### config.mk
export PLATFORM = sky130hd
export DESIGN_NAME = scpr_ctrl
export DESIGN_NICKNAME = d
export VERILOG_FILES = /design/src/hdl/scpr_pkg.sv /design/src/hdl/scpr_ctrl.sv
export SDC_FILE = /design/constraint.sdc
export NUM_CORES = 1
export LEC_CHECK = 0
export ABC_AREA = 1
export BUFFER_PORTS_ARGS = -buffer_cell sky130_fd_sc_hd__buf_2
export CAP_MARGIN = 40
export CORE_AREA = 3 3 40 42
export DETAILED_ROUTE_END_ITERATION = 8
export DIE_AREA = 0 0 43 45
export GPL_ROUTABILITY_DRIVEN = 0
export PLACE_DENSITY = 0.55
export RECOVER_POWER = 25
export SYNTH_ARGS = -nofsm -noshare
export SYNTH_HDL_FRONTEND = slang
export SYNTH_SLANG_ARGS = --single-unit
### constraint.sdc
create_clock -name clk -period 2.45 [get_ports clk]
set_input_delay 0.49 -clock clk [delete_from_list [all_inputs] [get_ports clk]]
set_output_delay 0.49 -clock clk [all_outputs]
set_load 0.1 [all_outputs]
### src/hdl/scpr_pkg.sv
// shared constants, register indexes and controller/datapath interface structs
package scpr_pkg;

  // configuration port
  localparam int CFG_IDX_W  = 2;
  localparam int CFG_DATA_W = 8;

  // register indexes
  localparam logic [CFG_IDX_W-1:0] REG_POLICY = 2'd0;
  localparam logic [CFG_IDX_W-1:0] REG_THRESH = 2'd1;

  // replacement policy codes
  localparam logic POL_LRU  = 1'b0;
  localparam logic POL_PERC = 1'b1;

  // reset value of the training threshold
  localparam logic [7:0] THRESH_RESET = 8'd18;

  // perceptron weight width and limits
  localparam int         WGT_W   = 8;
  localparam logic [7:0] WGT_MAX = 8'h7f;
  localparam logic [7:0] WGT_MIN = 8'h80;

  // shield values written on hit and on fill
  localparam logic [1:0] SHIELD_HIT  = 2'd3;
  localparam logic [1:0] SHIELD_FILL = 2'd2;

  // commands from controller to datapath
  typedef struct packed {
    logic clr;      // one step of the weight clearing pass
    logic accept;   // input transfer
    logic line_rd;  // read the set from the line store
    logic look;     // tag compare and first decision
    logic wrd;      // read the weight row of the scanned way
    logic wsc;      // score the scanned way and keep the best
    logic trd;      // read the weight row to be trained
    logic tsc;      // register the training score
    logic twr;      // train and write back the row
    logic commit;   // update lines, totals, history and result
  } cmd_t;

  // status from datapath to controller
  typedef struct packed {
    logic clr_last;
    logic need_scan;
    logic need_train;
    logic scan_last;
    logic out_free;
  } sts_t;

endpackage

### src/hdl/scpr_ctrl.sv
// controller state machine sequencing lookup, scoring, training and commit
module scpr_ctrl import scpr_pkg::*; (
  input  logic clk,
  input  logic rst_n,
  input  logic in_valid,
  input  sts_t sts,
  output cmd_t cmd,
  output logic busy
);

  typedef enum logic [3:0] {
    ST_CLR, ST_IDLE, ST_LRD, ST_LOOK, ST_WRD, ST_WSC, ST_TRD, ST_TSC, ST_TWR, ST_FIN
  } state_t;

  state_t state_r, state_nxt;

  // next state
  always_comb begin
    state_nxt = state_r;
    case (state_r)
      ST_CLR:  if (sts.clr_last) state_nxt = ST_IDLE;
      ST_IDLE: if (in_valid) state_nxt = ST_LRD;
      ST_LRD:  state_nxt = ST_LOOK;
      ST_LOOK: begin
        if (sts.need_scan) state_nxt = ST_WRD;
        else if (sts.need_train) state_nxt = ST_TRD;
        else state_nxt = ST_FIN;
      end
      ST_WRD:  state_nxt = ST_WSC;
      ST_WSC:  state_nxt = sts.scan_last ? ST_TRD : ST_WRD;
      ST_TRD:  state_nxt = ST_TSC;
      ST_TSC:  state_nxt = ST_TWR;
      ST_TWR:  state_nxt = ST_FIN;
      ST_FIN:  if (sts.out_free) state_nxt = ST_IDLE;
      default: state_nxt = ST_CLR;
    endcase
  end

  // state register
  always_ff @(posedge clk) begin
    if (!rst_n) begin
      state_r <= ST_CLR;
    end else begin
      state_r <= state_nxt;
    end
  end

  // command decode
  always_comb begin
    cmd         = '0;
    cmd.clr     = (state_r == ST_CLR);
    cmd.accept  = (state_r == ST_IDLE) && in_valid;
    cmd.line_rd = (state_r == ST_LRD);
    cmd.look    = (state_r == ST_LOOK);
    cmd.wrd     = (state_r == ST_WRD);
    cmd.wsc     = (state_r == ST_WSC);
    cmd.trd     = (state_r == ST_TRD);
    cmd.tsc     = (state_r == ST_TSC);
    cmd.twr     = (state_r == ST_TWR);
    cmd.commit  = (state_r == ST_FIN) && sts.out_free;
  end

  assign busy = (state_r != ST_IDLE);

endmodule

==> run metrics, run 1 <==
outcome finished clean; pwr/cell area ~650 nW/µm²; Initial Util 28.0%; ant diodes 0; htree depth 1; CP Max Fanout 5; Boundary Pins 19; worst hold start rst_n; clk_skew approximately 2.0 ps; most common cell after layout, fill and taps aside buf_2; R2R Path End state_r[3]; xor-xnor portion of the synthesized cell area 0%; final net count 99; metal2 WL a little under 400 µm; final hold vios 0; cell taking the most area after synthesis dfxtp_1; first-pass iteration count of the detailed router 4; clk sink count 4; Post-Route Setup TNS 0 ps; initial antenna violation count 0; IO buf count 18; top-area cell type share of the netlist area between 20 and 25%; Die ar. 1940 µm²; commonest non-fill, non-tap cells in the layout buf_2, nor2_1, inv_1; First DRT Iteration DRCs 10; CTS tree built; largest net degree at the start of global routing 7; net switching power 0.163 mW; Root Buffer clkbuf_4; cell row count 13; Seq/Total Area, Yosys 22.2%; routed length on met1 428 µm; die span in y between 40 and 50 µm; YS warnings 0; worst r2r src state_r[1]; hold_buf cts 0; Clock transition at path regs 30 ps; fmax 499 MHz; syn avg cell area 5.30 µm²; crit-path max cell delay around 420 ps; biggest regs state_r x4; Leak about 0.32 nW; most flop-heavy register state_r; TritonCTS Buffers 3; Mapped Area 360 µm²; via count 432; Slew Viols, Final 0; DRT antenna net count 0; DPL Wire Length 775 µm; clk_lat worst skew 220 ps; CP startpoint kind register; Post-Synth Simple-Gate Area a little over half; slowest cell on the critical path buf_2; first-pass GRT wire length 1570 µm; share of power burned in registers between 20% and 30%; part of the cycle the worst path needs 81.7%; largest family of logic cells by synthesized area simple AND/OR/NAND/NOR gates; FF-to-FF setup slack 1330 ps; CTS max path bufs 2; dpl cells 101; switching part of the total between 50% and 60%; CP top delay family buffers and inverters; R2R depth 6; Die Wd approximately 43 µm; post-CTS sizing 0; post-synthesis mux area share 0%; WHS Path Cells 3; Yosys reg bits 4; worst hold slack roughly 530 ps; Comb pwr share 52.2%; power consumption 0.321 mW; Area growth syn-to-layout 37.8%; Synth Area in Compound Gates 6.94%; synth top area cells dfxtp_1, nor2_1, inv_1; Post-Syn Nets 76; WL met3 59 µm; Critical Path End Type output port; Pint around 0.16 mW; RSZ-0062 raised after global routing false; number of max-cap violations 0; Final Routed Wirelength just under 900 µm; Core Area 1280 µm²; DRC errors left 0; max reg flops 4; Slew @ Worst Pin 488 ps; Arr. time, crit path 1510 ps; clock group share of total power between 20% and 30%; share of post-route cells with drive strength above 1 32.6%; Post-Layout Cell Count 104; Tot GR Track Use a little over a tenth; Peak VDD IR 218 µV; Worst Path Required approximately 2000 ps; wire per inst 8.46 µm; vias in the first global route 400; final setup fails 0; most frequent CP cell inv_1; post-CTS setup buffer count 0; Syn Inst Count 68; post-layout minimum cycle time 2000 ps; via/cell ratio 4.15; WP buf/inv 3; Hold Path Class primary input to register; Crit Path Class register to output port; aggregate global routing overflow 0; fin util between 30% and 40%; Cell variety after synth 13; WHS Endpoint state_r[3]; CP cell instances inv_1 > nand2_2 > nor2_1 > inv_1 > nor2_4 > buf_2; top sig layer met3; Post-Synth Adder-Cell Area 0%; max_slew headroom roughly 68%
[worst min-delay path, stage by stage]
cell     delay (ps)
buf_2            80
o21ai_0          90
inv_1            60
[power groups by stage]
stage	Combinational [mW]	Clock (mW)	Sequential, mW
2_1_floorplan	0.141	0	0.0782
5_1_grt	0.179	0.0802	0.0793
3_3_place_gp	0.168	0	0.0806
6_report	0.167	0.0749	0.0782
3_5_place_dp	0.167	0	0.0802
4_1_cts	0.168	0.0767	0.0792
[routing by layer]
metal	vias to the layer above	track usage, %
met5	-	0
met4	0	3.61
met3	0	2.39
met2	15	16.5
met1	172	14.1
li1	245	-
[stage by stage]
stage | setup WS [ps] | cell area [µm²]
6_report | 448 | 497
5_1_grt | 326 | 497
4_1_cts | 427 | 499
3_5_place_dp | 664 | 477
3_3_place_gp | 658 | 477
2_1_floorplan | 37.1 | 368
[worst max-delay path by stage]
stage / start / endpoint / cells past startpoint
after floorplan: state_r[2] / cmd[3] / 4
after global placement: state_r[3] / cmd[8] / 6
after detailed placement: state_r[3] / cmd[8] / 6
after CTS: state_r[3] / cmd[8] / 6
after global routing: state_r[2] / cmd[4] / 5
final: state_r[3] / cmd[8] / 6
[synthesized netlist by cell type]
cell / instances
o21ai_0: 2
nand2_1: 12
nand2_2: 3
o21ai_1: 1
nor2_4: 1
nand3b_1: 1
dfxtp_1: 4
a21oi_1: 2
inv_2: 1
nor2_1: 17
nand3_1: 6
nor2_2: 3
inv_1: 15
[area by class of cell]
class	count	area [µm²]
clock buffers	3	22.5
fillers	149	788
inverters	16	60.1
multi-input cells	48	225
flip-flops and latches	4	80.1
well taps	15	18.8
repair buffers	18	90.1
[cell families after synthesis]
| kind of cell | after synthesis |
|---|---|
| AO/OA/AOI/OAI | 5 |
| AND/OR/NAND/NOR | 43 |
| buffers and inverters | 16 |
| flip-flops | 4 |
Power figures use the tool's default switching activity.
==> run 2, diff against run 1 <==
--- a/config.mk
+++ b/config.mk
@@ -12,7 +12,7 @@
 export DETAILED_ROUTE_END_ITERATION = 8
 export DIE_AREA = 0 0 43 45
 export GPL_ROUTABILITY_DRIVEN = 0
-export PLACE_DENSITY = 0.55
+export PLACE_DENSITY = 0.57
 export RECOVER_POWER = 25
 export SYNTH_ARGS = -nofsm -noshare
 export SYNTH_HDL_FRONTEND = slang
==> constraint.sdc (replaced) <==
create_clock -name clk -period 1.8 [get_ports clk]
set_input_delay 0.36 -clock clk [delete_from_list [all_inputs] [get_ports clk]]
set_output_delay 0.36 -clock clk [all_outputs]
set_load 0.1 [all_outputs]
==> run 2 against run 1 <==
Clock power grew 46%. Largest power group unchanged. Final cell count unchanged. Setup slack got worse by 330 ps. Sequential share of layout area decreased by 3.9 points. Non-clock buffer count did not move. Clock skew decreased by 0.89 ps.
==> run metrics, run 2 (synthesis gave the netlist of run 1 again) <==
crit path from state_r[3]; hold_buf cts 0; Core Area between 1000 and 1500 µm²; clk sink count 4; fillers 137; switching part of the total 48.4%; most flop-heavy register state_r; TritonCTS Buffers 3; most common cell after layout, fill and taps aside inv_1; wire per inst 8.87 µm; CTS max path bufs 2; final net count 99; fmax 596 MHz; Leak about 0.35 nW; pwr/cell area 755 nW/µm²; cell row count 13; dpl cells 101; post-CTS setup buffer count 0; ant diodes 0; Crit Path Class register to output port; Tot GR Track Use roughly a tenth; fin util 52.0%; Post-Route Setup TNS 0 ps; outcome finished clean; CP startpoint kind register; Root Buffer clkbuf_4; Clock transition at path regs about 30 ps; Die ar. slightly below 2000 µm²; Die Wd 43 µm; post-CTS sizing 0; IO buf count 18; commonest non-fill, non-tap cells in the layout inv_1, nand2_1, nor2_2, buf_12, nor2_1; vias in the first global route 395; pre-CTS setup slack 286 ps; First DRT Iteration DRCs 5; Slew @ Worst Pin 302 ps; max_slew headroom between 70% and 80%; Final Routed Wirelength just over 900 µm; Peak VDD IR between 300 and 400 µV; worst hold start rst_n; Area growth syn-to-layout 85.4%; number of max-cap violations 0; via/cell ratio 4.49; max reg flops 4; Comb pwr share 57.0%; share of power burned in registers 21.4%; design area 668 µm²; share of post-route cells with drive strength above 1 43.8%; Arr. time, crit path 1320 ps; first-pass GRT wire length between 1500 and 2000 µm; final setup fails 0; Worst Path Required 1440 ps; DRC errors left 0; Placement Cell Area 637 µm²; largest net degree at the start of global routing 7; aggregate global routing overflow 0; htree depth 1; clock group share of total power 21.6%; via count between 400 and 500; crit-path max cell delay 350 ps; Worst Slack Setup Final 122 ps; biggest regs state_r x4; DRT antenna net count 0; Post-Layout Cell Count ~100; CP Max Fanout 5; net switching power roughly 0.24 mW; RSZ-0062 raised after global routing false; first-pass iteration count of the detailed router 4; part of the cycle the worst path needs between 90% and 100%; Critical Path End Type output port; Boundary Pins 19; slowest cell on the critical path dfxtp_1; post-layout minimum cycle time 1680 ps; die span in y ~45 µm; CTS tree built; initial antenna violation count 0; worst r2r src state_r[1]; Hold Path Class primary input to register; Initial Util 28.0%; clk_lat worst skew 230 ps; DPL Wire Length around 800 µm; Pint 0.260 mW; CP cell instances inv_2 > nand2_2 > nor2_2 > inv_1 > nor2_4 > buf_12; Slew Viols, Final 0; clk_skew 1.08 ps; final hold vios 0
[run 2: layout make-up]
| type | count | area, µm² | area share (%) |
|---|---|---|---|
| Clock buffer | 3 | 22.5 | 3.37 |
| Inverter | 16 | 60.1 | 8.99 |
| Multi-Input combinational cell | 48 | 255 | 38.2 |
| Sequential cell | 4 | 81.3 | 12.2 |
| Tap cell | 15 | 18.8 | 2.81 |
| Timing Repair Buffer | 18 | 230 | 34.5 |
[run 2: per-stage QoR]
step                      power [mW]  hold WS [ps]
final                          0.505           374
after global routing           0.536           391
after detailed placement       0.394           588
after floorplan                0.308           464
after global placement         0.394           587
after CTS                      0.505           348
[run 2: worst paths after layout]
path / slack (ps) / endpoint / depth (start not counted)
min reg2reg: 620 / state_r[2] / 4
max reg2reg: 710 / state_r[3] / 6
min: 370 / state_r[3] / 3
max: 120 / cmd[8] / 6
[run 2: power by group through the flow]
stage	clock network (mW)	logic [mW]	registers, mW
floorplan	0	0.201	0.106
global placement	0	0.285	0.109
detailed placement	0	0.285	0.109
CTS	0.112	0.285	0.108
global route	0.123	0.304	0.109
finish	0.109	0.288	0.108
[run 2: worst max-delay path: cells and delay by family (launching register included)]
kind,cells,cell delay [ps]
buffers and inverters,3,390
DFF,1,350
and+or+nand+nor,3,350
[run 2: routing by layer]
metal | up-vias | GRT usage [%] | routed length (µm)
met5 | - | 0 | 0
met4 | 0 | 3.61 | 8
met3 | 2 | 3.19 | 87
met2 | 20 | 16.5 | 445
met1 | 200 | 12.7 | 381
li1 | 245 | - | -
